<file path="config.mk">
export PLATFORM = sky130hd
export DESIGN_NAME = abst_ctrl
export DESIGN_NICKNAME = d
export VERILOG_FILES = /design/src/rtl/core/abst_pkg.sv /design/src/rtl/core/abst_ctrl.sv
export SDC_FILE = /design/constraint.sdc
export NUM_CORES = 1
export LEC_CHECK = 0
export ABC_CLOCK_PERIOD_IN_PS = 1350
export CAP_MARGIN = 10
export CORE_AREA = 2 2 39 41
export CTS_BUF_LIST = sky130_fd_sc_hd__clkbuf_8 sky130_fd_sc_hd__clkbuf_16
export DETAILED_ROUTE_END_ITERATION = 8
export DIE_AREA = 0 0 41 43
export DONT_BUFFER_PORTS = 1
export GPL_ROUTABILITY_DRIVEN = 0
export GPL_TIMING_DRIVEN = 0
export HOLD_SLACK_MARGIN = 0.06
export PLACE_DENSITY_LB_ADDON = 0.12
export SLEW_MARGIN = 10
export SYNTH_ARGS = -nofsm -noshare
export SYNTH_HDL_FRONTEND = slang
export SYNTH_SLANG_ARGS = --single-unit
</file>
<file path="constraint.sdc">
create_clock -name clk_i -period 1.35 [get_ports clk_i]
set_input_delay 0.0675 -clock clk_i [delete_from_list [all_inputs] [get_ports clk_i]]
set_output_delay 0.0675 -clock clk_i [all_outputs]
set_load 0.05 [all_outputs]
</file>
<file path="src/rtl/core/abst_pkg.sv">
`timescale 1ns / 1ps

package abst_pkg;

  localparam int unsigned KEY_W     = 8;
  localparam int unsigned OUT_IDX_W = 10;

  localparam logic [KEY_W-1:0] KEY_EMPTY = '0;

  localparam logic FUNC_INSERT = 1'b0;
  localparam logic FUNC_SEARCH = 1'b1;

  localparam logic STATUS_OK      = 1'b0;
  localparam logic STATUS_NO_ROOM = 1'b1;

  typedef enum logic [1:0] {
    ST_CLEAR,
    ST_IDLE,
    ST_WALK,
    ST_DONE
  } ctl_state_e;

  // controller -> datapath
  typedef struct packed {
    logic clear;  // sweep one store entry to empty
    logic load;   // capture the request beat
    logic walk;   // evaluate one tree level
    logic emit;   // move the finished result into the output register
  } cmd_t;

  // datapath -> controller
  typedef struct packed {
    logic clr_last;
    logic walk_end;
    logic out_free;
  } sts_t;

endpackage

</file>
<file path="src/rtl/core/abst_ctrl.sv">
`timescale 1ns / 1ps

module abst_ctrl (
  input  logic          clk_i,
  input  logic          rst_ni,
  input  logic          in_valid_i,
  output logic          in_ready_o,
  input  abst_pkg::sts_t sts_i,
  output abst_pkg::cmd_t cmd_o
);

  abst_pkg::ctl_state_e state_q, state_d;

  always_ff @(posedge clk_i or negedge rst_ni) begin
    if (!rst_ni) begin
      state_q <= abst_pkg::ST_CLEAR;
    end else begin
      state_q <= state_d;
    end
  end

  always_comb begin
    state_d    = state_q;
    cmd_o      = '0;
    in_ready_o = 1'b0;
    case (state_q)
      abst_pkg::ST_CLEAR: begin
        cmd_o.clear = 1'b1;
        if (sts_i.clr_last) begin
          state_d = abst_pkg::ST_IDLE;
        end
      end
      abst_pkg::ST_IDLE: begin
        in_ready_o = 1'b1;
        if (in_valid_i) begin
          cmd_o.load = 1'b1;
          state_d    = abst_pkg::ST_WALK;
        end
      end
      abst_pkg::ST_WALK: begin
        cmd_o.walk = 1'b1;
        if (sts_i.walk_end) begin
          state_d = abst_pkg::ST_DONE;
        end
      end
      abst_pkg::ST_DONE: begin
        // hold until the output register frees up
        if (sts_i.out_free) begin
          cmd_o.emit = 1'b1;
          state_d    = abst_pkg::ST_IDLE;
        end
      end
      default: begin
        state_d = abst_pkg::ST_CLEAR;
      end
    endcase
  end

endmodule

</file>
== Word-level counts from Yosys, hierarchy flattened ==
Cells that the tools add are included.

* Add/subtract/negate cells: 0
* Multiply operators: 0
* Divide/modulo/power cells: 0
* Magnitude comparators: 0
* Equal/unequal tests: 7
* Shift operators: 0
* Multiplexer cells: 12
* Bitwise operators: 0
* Reduce and logical (&&, ||, !) cells: 2

{| class="wikitable"
|+ Operators by type and width
! cell !! count
|-
| two-way mux 2 bit || 4
|-
| != test 2 bit, second input constant || 4
|-
| case mux 2 bit (4 select lines) || 1
|-
| two-way mux 1 bit || 7
|-
| equality test 2 bit, second input constant || 2
|-
| AND reduction 4 bit || 1
|-
| equality test 2 x 1 -> 1 bit, second input constant || 1
|-
| logical NOT 2 bit || 1
|}

* Bits in registers: 2
* Latch bits: 0
* RAM bits: 0
* Bits in read-only memories: 0
* Output and inout bits: 5
* Memories kept: 0

== Depth between registers and ports, before layout ==
Gate-level depths: netlist (run 1).

* Word-level depth: 3
* Depth in mapped cells: 5

== Worst setup path after synthesis (run 1) ==
OpenSTA, ideal clock, no wires.

* Path type: reg-to-reg
* From: reg state_q[0]
* To: reg state_q[1]
* Library setup time: 125 ps
* Data arrival time: 1653 ps
* Data required time: 1225 ps
* Path slack: -428 ps
* Cell stages (with the launch flop): 6
* Buffers on the path: 0
* Clock period less this slack: 1778 ps
* Path through: dfrtp_1 > inv_1 > ha_1 > inv_1 > o2111ai_4 > mux2_4

* Longest elaborated chain between the ends: 3
* Elaborated cells on any way between the ends: 10

{| class="wikitable"
|+ Ends and longest elaborated chain
! item !! line !! source
|-
| start: declaration || abst_ctrl.sv:12 || <nowiki>abst_pkg::ctl_state_e state_q, state_d;</nowiki>
|-
| start signal: assignment || abst_ctrl.sv:16 || <nowiki>state_q <= abst_pkg::ST_CLEAR;</nowiki>
|-
| start signal: assignment || abst_ctrl.sv:18 || <nowiki>state_q <= state_d;</nowiki>
|-
| equality test 2 bit, or another cell as far along || abst_ctrl.sv:26 || <nowiki>case (state_q)</nowiki>
|-
| != test 2 bit (no source line) || n/a ||
|-
| AND reduction 4 bit (no source line) || n/a ||
|}

Parallel ways exist; a longest one is shown, timed or not.
A chain may end at the register's enable or synchronous reset.

== Worst setup path in the final report (run 1) ==
Ends and elaborated chain as after synthesis.

==> results.yml, run 1 <==
clock_network:
  cts_tree: "done"
  root_buffer: "clkbuf_8"
  htreeDepth: 1
  cts_buffers: 3
  clock-sinks: 2
  clock_path_buffers: 2
  clk_latency_ns: 0.21
  clkTransAtPathRegs_ns: 0.03
die:
  io_pins: 11
  dieArea_sq_um: 1760
  placementRows: 14
  dieHeight_microns: 43
  die_w_microns: 41
  start_util_pct: 15.5
  coreArea_sq_um: 1380
finish:
  largest_register_ffs: 2
  regMostFlops: "state_q"
  nets: 36
  drive_gt1_share_pct: 78.3
  instances_no_fill: 39
  top_regs: "state_q x2"
  fillCellCount: 151
  area_growth_pct: 63.7
  diodes: 0
  fin_util_pct: 25.3
  design_area_sq_um: 350
routing:
  drtPass1Iterations: 1
  wl_per_cell_microns: 9.44
  drtIter0Drc: 0
  vias: 139
  post_drt_via_cell_ratio: 3.56
  ant_nets: 0
  drc: 0
  routed_wl_microns: 368
placed_design:
  port_buffers: 0
  dp_hpwl_microns: 304
  placed_cells: 34
  placed_area_sq_um: 273
timing:
  timing.final.max_slew_violations: 0
  fmax_ghz: 0.680
  setup_ws_ns: -0.120
  fin_crit_sh_pct: 109
  worst_pin_slew_ns: 0.261
  finalHoldViolations: 0
  hold-worst-slack_ns: 0.0914
  timing.slew.headroom_pct: 82.7
  finalSetupViolations: 2
  rsz0062_at_grt: "true"
  period_needed_ns: 1.47
  skew_ns: 0.00117
critical_path:
  slowest_delay_ns: 0.43
  start_kind: "register"
  critical_path_required_ns: 1.44
  cpMaxStageDelayCell: "dfrtp_2"
  critPathMaxFanout: 3
  path_delay_family: "flip-flops"
  cp_num_buf_inv: 2
  critical_path.endpoint_type: "register"
  path_class: "reg2reg"
  crit_chain: "inv_4 > ha_4 > inv_2 > o2111ai_4 > mux2_4"
  arrival_ns: 1.56
yosys:
  synth-seq-cells: 2
  yosysMostFrequentCell: "ha_1"
  yosysTopAreaCellShare_pct: 29.2
  yosys.area.top_type: "ha_1"
  yosysWarnings: 0
  yosysSeqAreaShare_pct: 23.4
  syn-num-nets: 29
  synth_enable_flop_cells: 0
  synth_top_cells_by_area: "ha_1 (29%), dfrtp_1 (23%), o2111ai_4 (12%)"
  async_flop_share_pct: 100
  avgSynthCellArea_sq_um: 11.9
  ys.flop_type: "dfrtp_1"
  synthCells: 18
  ys_top_cells_by_count: "ha_1 (5), inv_1 (3), nand2b_2 (3), and2_1 (2), dfrtp_1 (2)"
  synth_cell_types: 8
  syn_area_sq_um: 214
global_routing:
  grt_pass1_wl_microns: 641
  grt-ovfl-total: 0
  gr-usage-met2_pct: 8.75
  first_global_vias: 165
  top_usage_layer: "met2"
  antenna_found_initial: 0
  grt_use_met3_pct: 3.14
  grt_max_degree: 5
  grtUsageMet1_pct: 4.82
  grtUsageTotal_pct: 6.12
run:
  drv_cap: 0
worst_hold_path:
  hold_path.class: "in2async"
outcome:
  outcome: "finished, violations left"
  violations: "negative setup slack"
final timing paths:
check | startpoint | end | slack, ns | cells after the start
max in group asynchronous | rst_ni | state_q[0] | 1.12 | 1
worst max-delay path | state_q[0] | state_q[1] | -0.12 | 5
worst min register to register | state_q[1] | state_q[1] | 0.64 | 1
worst max register to register | state_q[0] | state_q[1] | -0.12 | 5
min in group clk_i | sts_i[1] | state_q[0] | 0.17 | 2
worst min-delay path | rst_ni | state_q[1] | 0.09 | 1
final cells by class:
| cell class | instances | area [sq um] | area share (%) |
|---|---|---|---|
| multi-input cells | 13 | 194 | 55.4 |
| well taps | 16 | 20.0 | 5.71 |
| inverters | 3 | 13.8 | 3.93 |
| repair buffers | 2 | 30.0 | 8.57 |
| flip-flops and latches | 2 | 51.3 | 14.6 |
| clock buffers | 3 | 41.3 | 11.8 |
worst register-to-register path: stages (launching register included):
cell and delay (ns):
dfrtp_2 0.43, inv_4 0.09, ha_4 0.23, inv_2 0.06, o2111ai_4 0.21, mux2_4 0.32
cells by family (layout without fill, tap and decap cells):
family / count (synthesis) / in the layout / synth area share, %
compound gates: 1 / 1 / 12.3
fa+ha+maj: 5 / 5 / 29.2
buf+inv: 3 / 8 / 5.26
flops: 2 / 2 / 23.4
mux: 2 / 2 / 11.7
simple gates: 5 / 5 / 18.1
placed cells by master, fill, tap and decap left out:
cell type      netlist  final
clkbuf_8             0      3
mux2i_1              1      1
o2111ai_4            1      1
and2_2               0      1
inv_4                0      1
ha_1                 5      2
dfrtp_2              0      1
ha_4                 0      3
dfrtp_1              2      1
buf_12               0      1
nand2b_2             3      3
dlygate4sd3_1        0      1
mux2_4               1      1
and2_4               0      1
inv_2                0      2
layer usage:
layer  part of all wire, %  vias to the layer above  wire [microns]
met5                     0                        -               0
met1                    33                       66             120
met2                    61                        5             224
met4                     0                        0               0
li1                      -                       68               -
met3                   6.3                        0              23
timing repair:
item,4_1_cts,5_1_grt
hold endpoints to repair,2,0
hold buffers,1,0
resized for setup,5,0
setup endpoints to repair,4,3
pin swaps,2,1
setup buffers,1,0
cloned,0,0
through the flow:
stage	worst slack, ns	setup TNS [ns]
final	-0.120	-0.123
after global routing	-0.176	-0.319
after CTS	-0.134	-0.181
after detailed placement	-0.196	-0.274
after global placement	-0.213	-0.291
after floorplan	-0.125	-0.125
Power of run 1 is left out: the tool's default activity adds up to more than one toggle a clock period on the data nets, which glitch-free logic cannot reach.
==> run 2: changes to the inputs <==
--- a/config.mk
+++ b/config.mk
@@ -13,8 +13,9 @@
 export DIE_AREA = 0 0 41 43
 export DONT_BUFFER_PORTS = 1
 export GPL_ROUTABILITY_DRIVEN = 0
-export GPL_TIMING_DRIVEN = 0
+export GPL_TIMING_DRIVEN = 1
 export HOLD_SLACK_MARGIN = 0.06
+export MAX_ROUTING_LAYER = met4
 export PLACE_DENSITY_LB_ADDON = 0.12
 export SLEW_MARGIN = 10
 export SYNTH_ARGS = -nofsm -noshare
==> results.yml, run 2 (synthesis results as in run 1) <==
placed_design:
  placed_area_sq_um: 333
  port_buffers: 0
  dp_hpwl_microns: 391
  place_ws_ns: -0.0389
critical_path:
  r2r-end: "state_q[0]"
  start_kind: "register"
  crit_chain: "buf_4 > ha_4 > nand2b_2 > o2111ai_4 > buf_6 > mux2i_4"
  slowest_delay_ns: 0.39
  critPathMaxFanout: 3
  critical_path_required_ns: 1.44
  r2r_start: "state_q[0]"
  critical_path.endpoint_type: "register"
  cpMaxStageDelayCell: "dfrtp_1"
  arrival_ns: 1.43
  path_delay_family: "flip-flops"
  path_class: "reg2reg"
  r2r_cells: 6
  cp_num_buf_inv: 2
  r2r_setup_slack_ns: 0.008
finish:
  regMostFlops: "state_q"
  design_area_sq_um: 419
  final_cell_mix: "buf_4 (8), inv_2 (3), nand2b_2 (3), ha_4 (3), clkbuf_8 (3)"
  fillCellCount: 150
  nets: 45
  area_growth_pct: 95.9
  largest_register_ffs: 2
  final_common_cell: "buf_4"
  top_regs: "state_q x2"
  diodes: 0
  drive_gt1_share_pct: 81.3
die:
  die_w_microns: 41
  dieArea_sq_um: 1760
  start_util_pct: 15.5
  io_pins: 11
  dieHeight_microns: 43
  placementRows: 14
  coreArea_sq_um: 1380
global_routing:
  grtUsageMet1_pct: 8.06
  grt_use_met3_pct: 1.57
  top_usage_layer: "met2"
  grtUsageTotal_pct: 7.83
  grt_max_degree: 5
  grt_pass1_wl_microns: 841
  gr-usage-met2_pct: 11.3
  grt-ovfl-total: 0
  antenna_found_initial: 0
  first_global_vias: 200
routing:
  wl_per_cell_microns: 9.83
  vias: 172
  routed_wl_microns: 472
  ant_nets: 0
  drtPass1Iterations: 2
  drtIter0Drc: 1
  drc: 0
  post_drt_via_cell_ratio: 3.58
timing:
  timing.final.max_slew_violations: 0
  period_needed_ns: 1.34
  worst_pin_slew_ns: 0.268
  fin_crit_sh_pct: 99.4
  rsz0062_at_grt: "true"
  skew_ns: 0.00198
  setup_ws_ns: 0.00811
  timing.slew.headroom_pct: 82.2
  fmax_ghz: 0.745
  finalHoldViolations: 0
  finalSetupViolations: 0
clock_network:
  root_buffer: "clkbuf_8"
  cts_tree: "done"
  htreeDepth: 1
  cts_buffers: 3
  clkTransAtPathRegs_ns: 0.03
  clk_latency_ns: 0.21
  clock-sinks: 2
  clock_path_buffers: 2
outcome:
  outcome: "finished clean"
power:
  p_leak_nw: 0.182
  ir_drop_uv: 959
  powerDensity_nw_per_um2: 3090
run:
  drv_cap: 0
worst_hold_path:
  hold_path.class: "in2async"
## run 2: changes by cell type in the layout (fill, tap and decap cells not counted), sizes merged
cell,before,now
buf,1,10
## run 2: stage by stage
step | total power [W] | cells | util [%] | setup TNS (ns) | hold WS (ns)
after global placement | 0.000925 | 42 | 24.1 | 0 | -0.228
final | 0.00130 | 48 | 30.3 | 0 | 0.0898
after floorplan | 0.000754 | 18 | - | -0.125 | -0.228
after detailed placement | 0.000942 | 42 | 24.1 | -0.0491 | -0.228
after global routing | 0.00139 | 48 | 30.3 | -0.111 | 0.0831
after CTS | 0.00127 | 47 | 29.1 | -0.0149 | 0.0816
## run 2: how the worst max path moves through the flow
stage,depth (start not counted),slack [ns],from,to
2_1_floorplan,5,-0.12,state_q[0],state_q[1]
3_3_place_gp,5,0.0006,state_q[1],state_q[1]
3_5_place_dp,6,-0.04,state_q[1],state_q[0]
4_1_cts,6,-0.009,state_q[1],state_q[0]
5_1_grt,6,-0.06,state_q[1],state_q[0]
6_report,6,0.008,state_q[0],state_q[0]
## run 2: area by class of cell
| class | count | area, sq um | share of cell area (%) |
|---|---|---|---|
| clock buffer | 3 | 41.3 | 9.85 |
| inverter | 3 | 11.3 | 2.69 |
| timing repair buffer | 11 | 92.6 | 22.1 |
| sequential | 2 | 50.0 | 11.9 |
| tap | 16 | 20.0 | 4.78 |
| multi-input combinational | 13 | 204 | 48.7 |
## run 2: routing by layer
layer / wire, microns / share of wire [%]
met1: 151 / 32
met2: 293 / 62
met3: 26 / 5.5
met4: 0 / 0
met5: 0 / 0
## run 2: what timing repair did
item / in CTS / in global routing
setup endpoints to repair: 2 / 2
resized for setup: 4 / 1
hold endpoints to repair: 2 / 0
hold buffers: 1 / 0
buffers inserted: 1 / 1
## run 2: power breakdown
part,leakage [nW],switching (W),internal (W),total [W]
clock,0.0216,0.0000447,0.000188,0.000233
sequential,0.0224,0.0000326,0.0000932,0.000126
combinational,0.138,0.000491,0.000445,0.000936
Power figures use the tool's default switching activity.
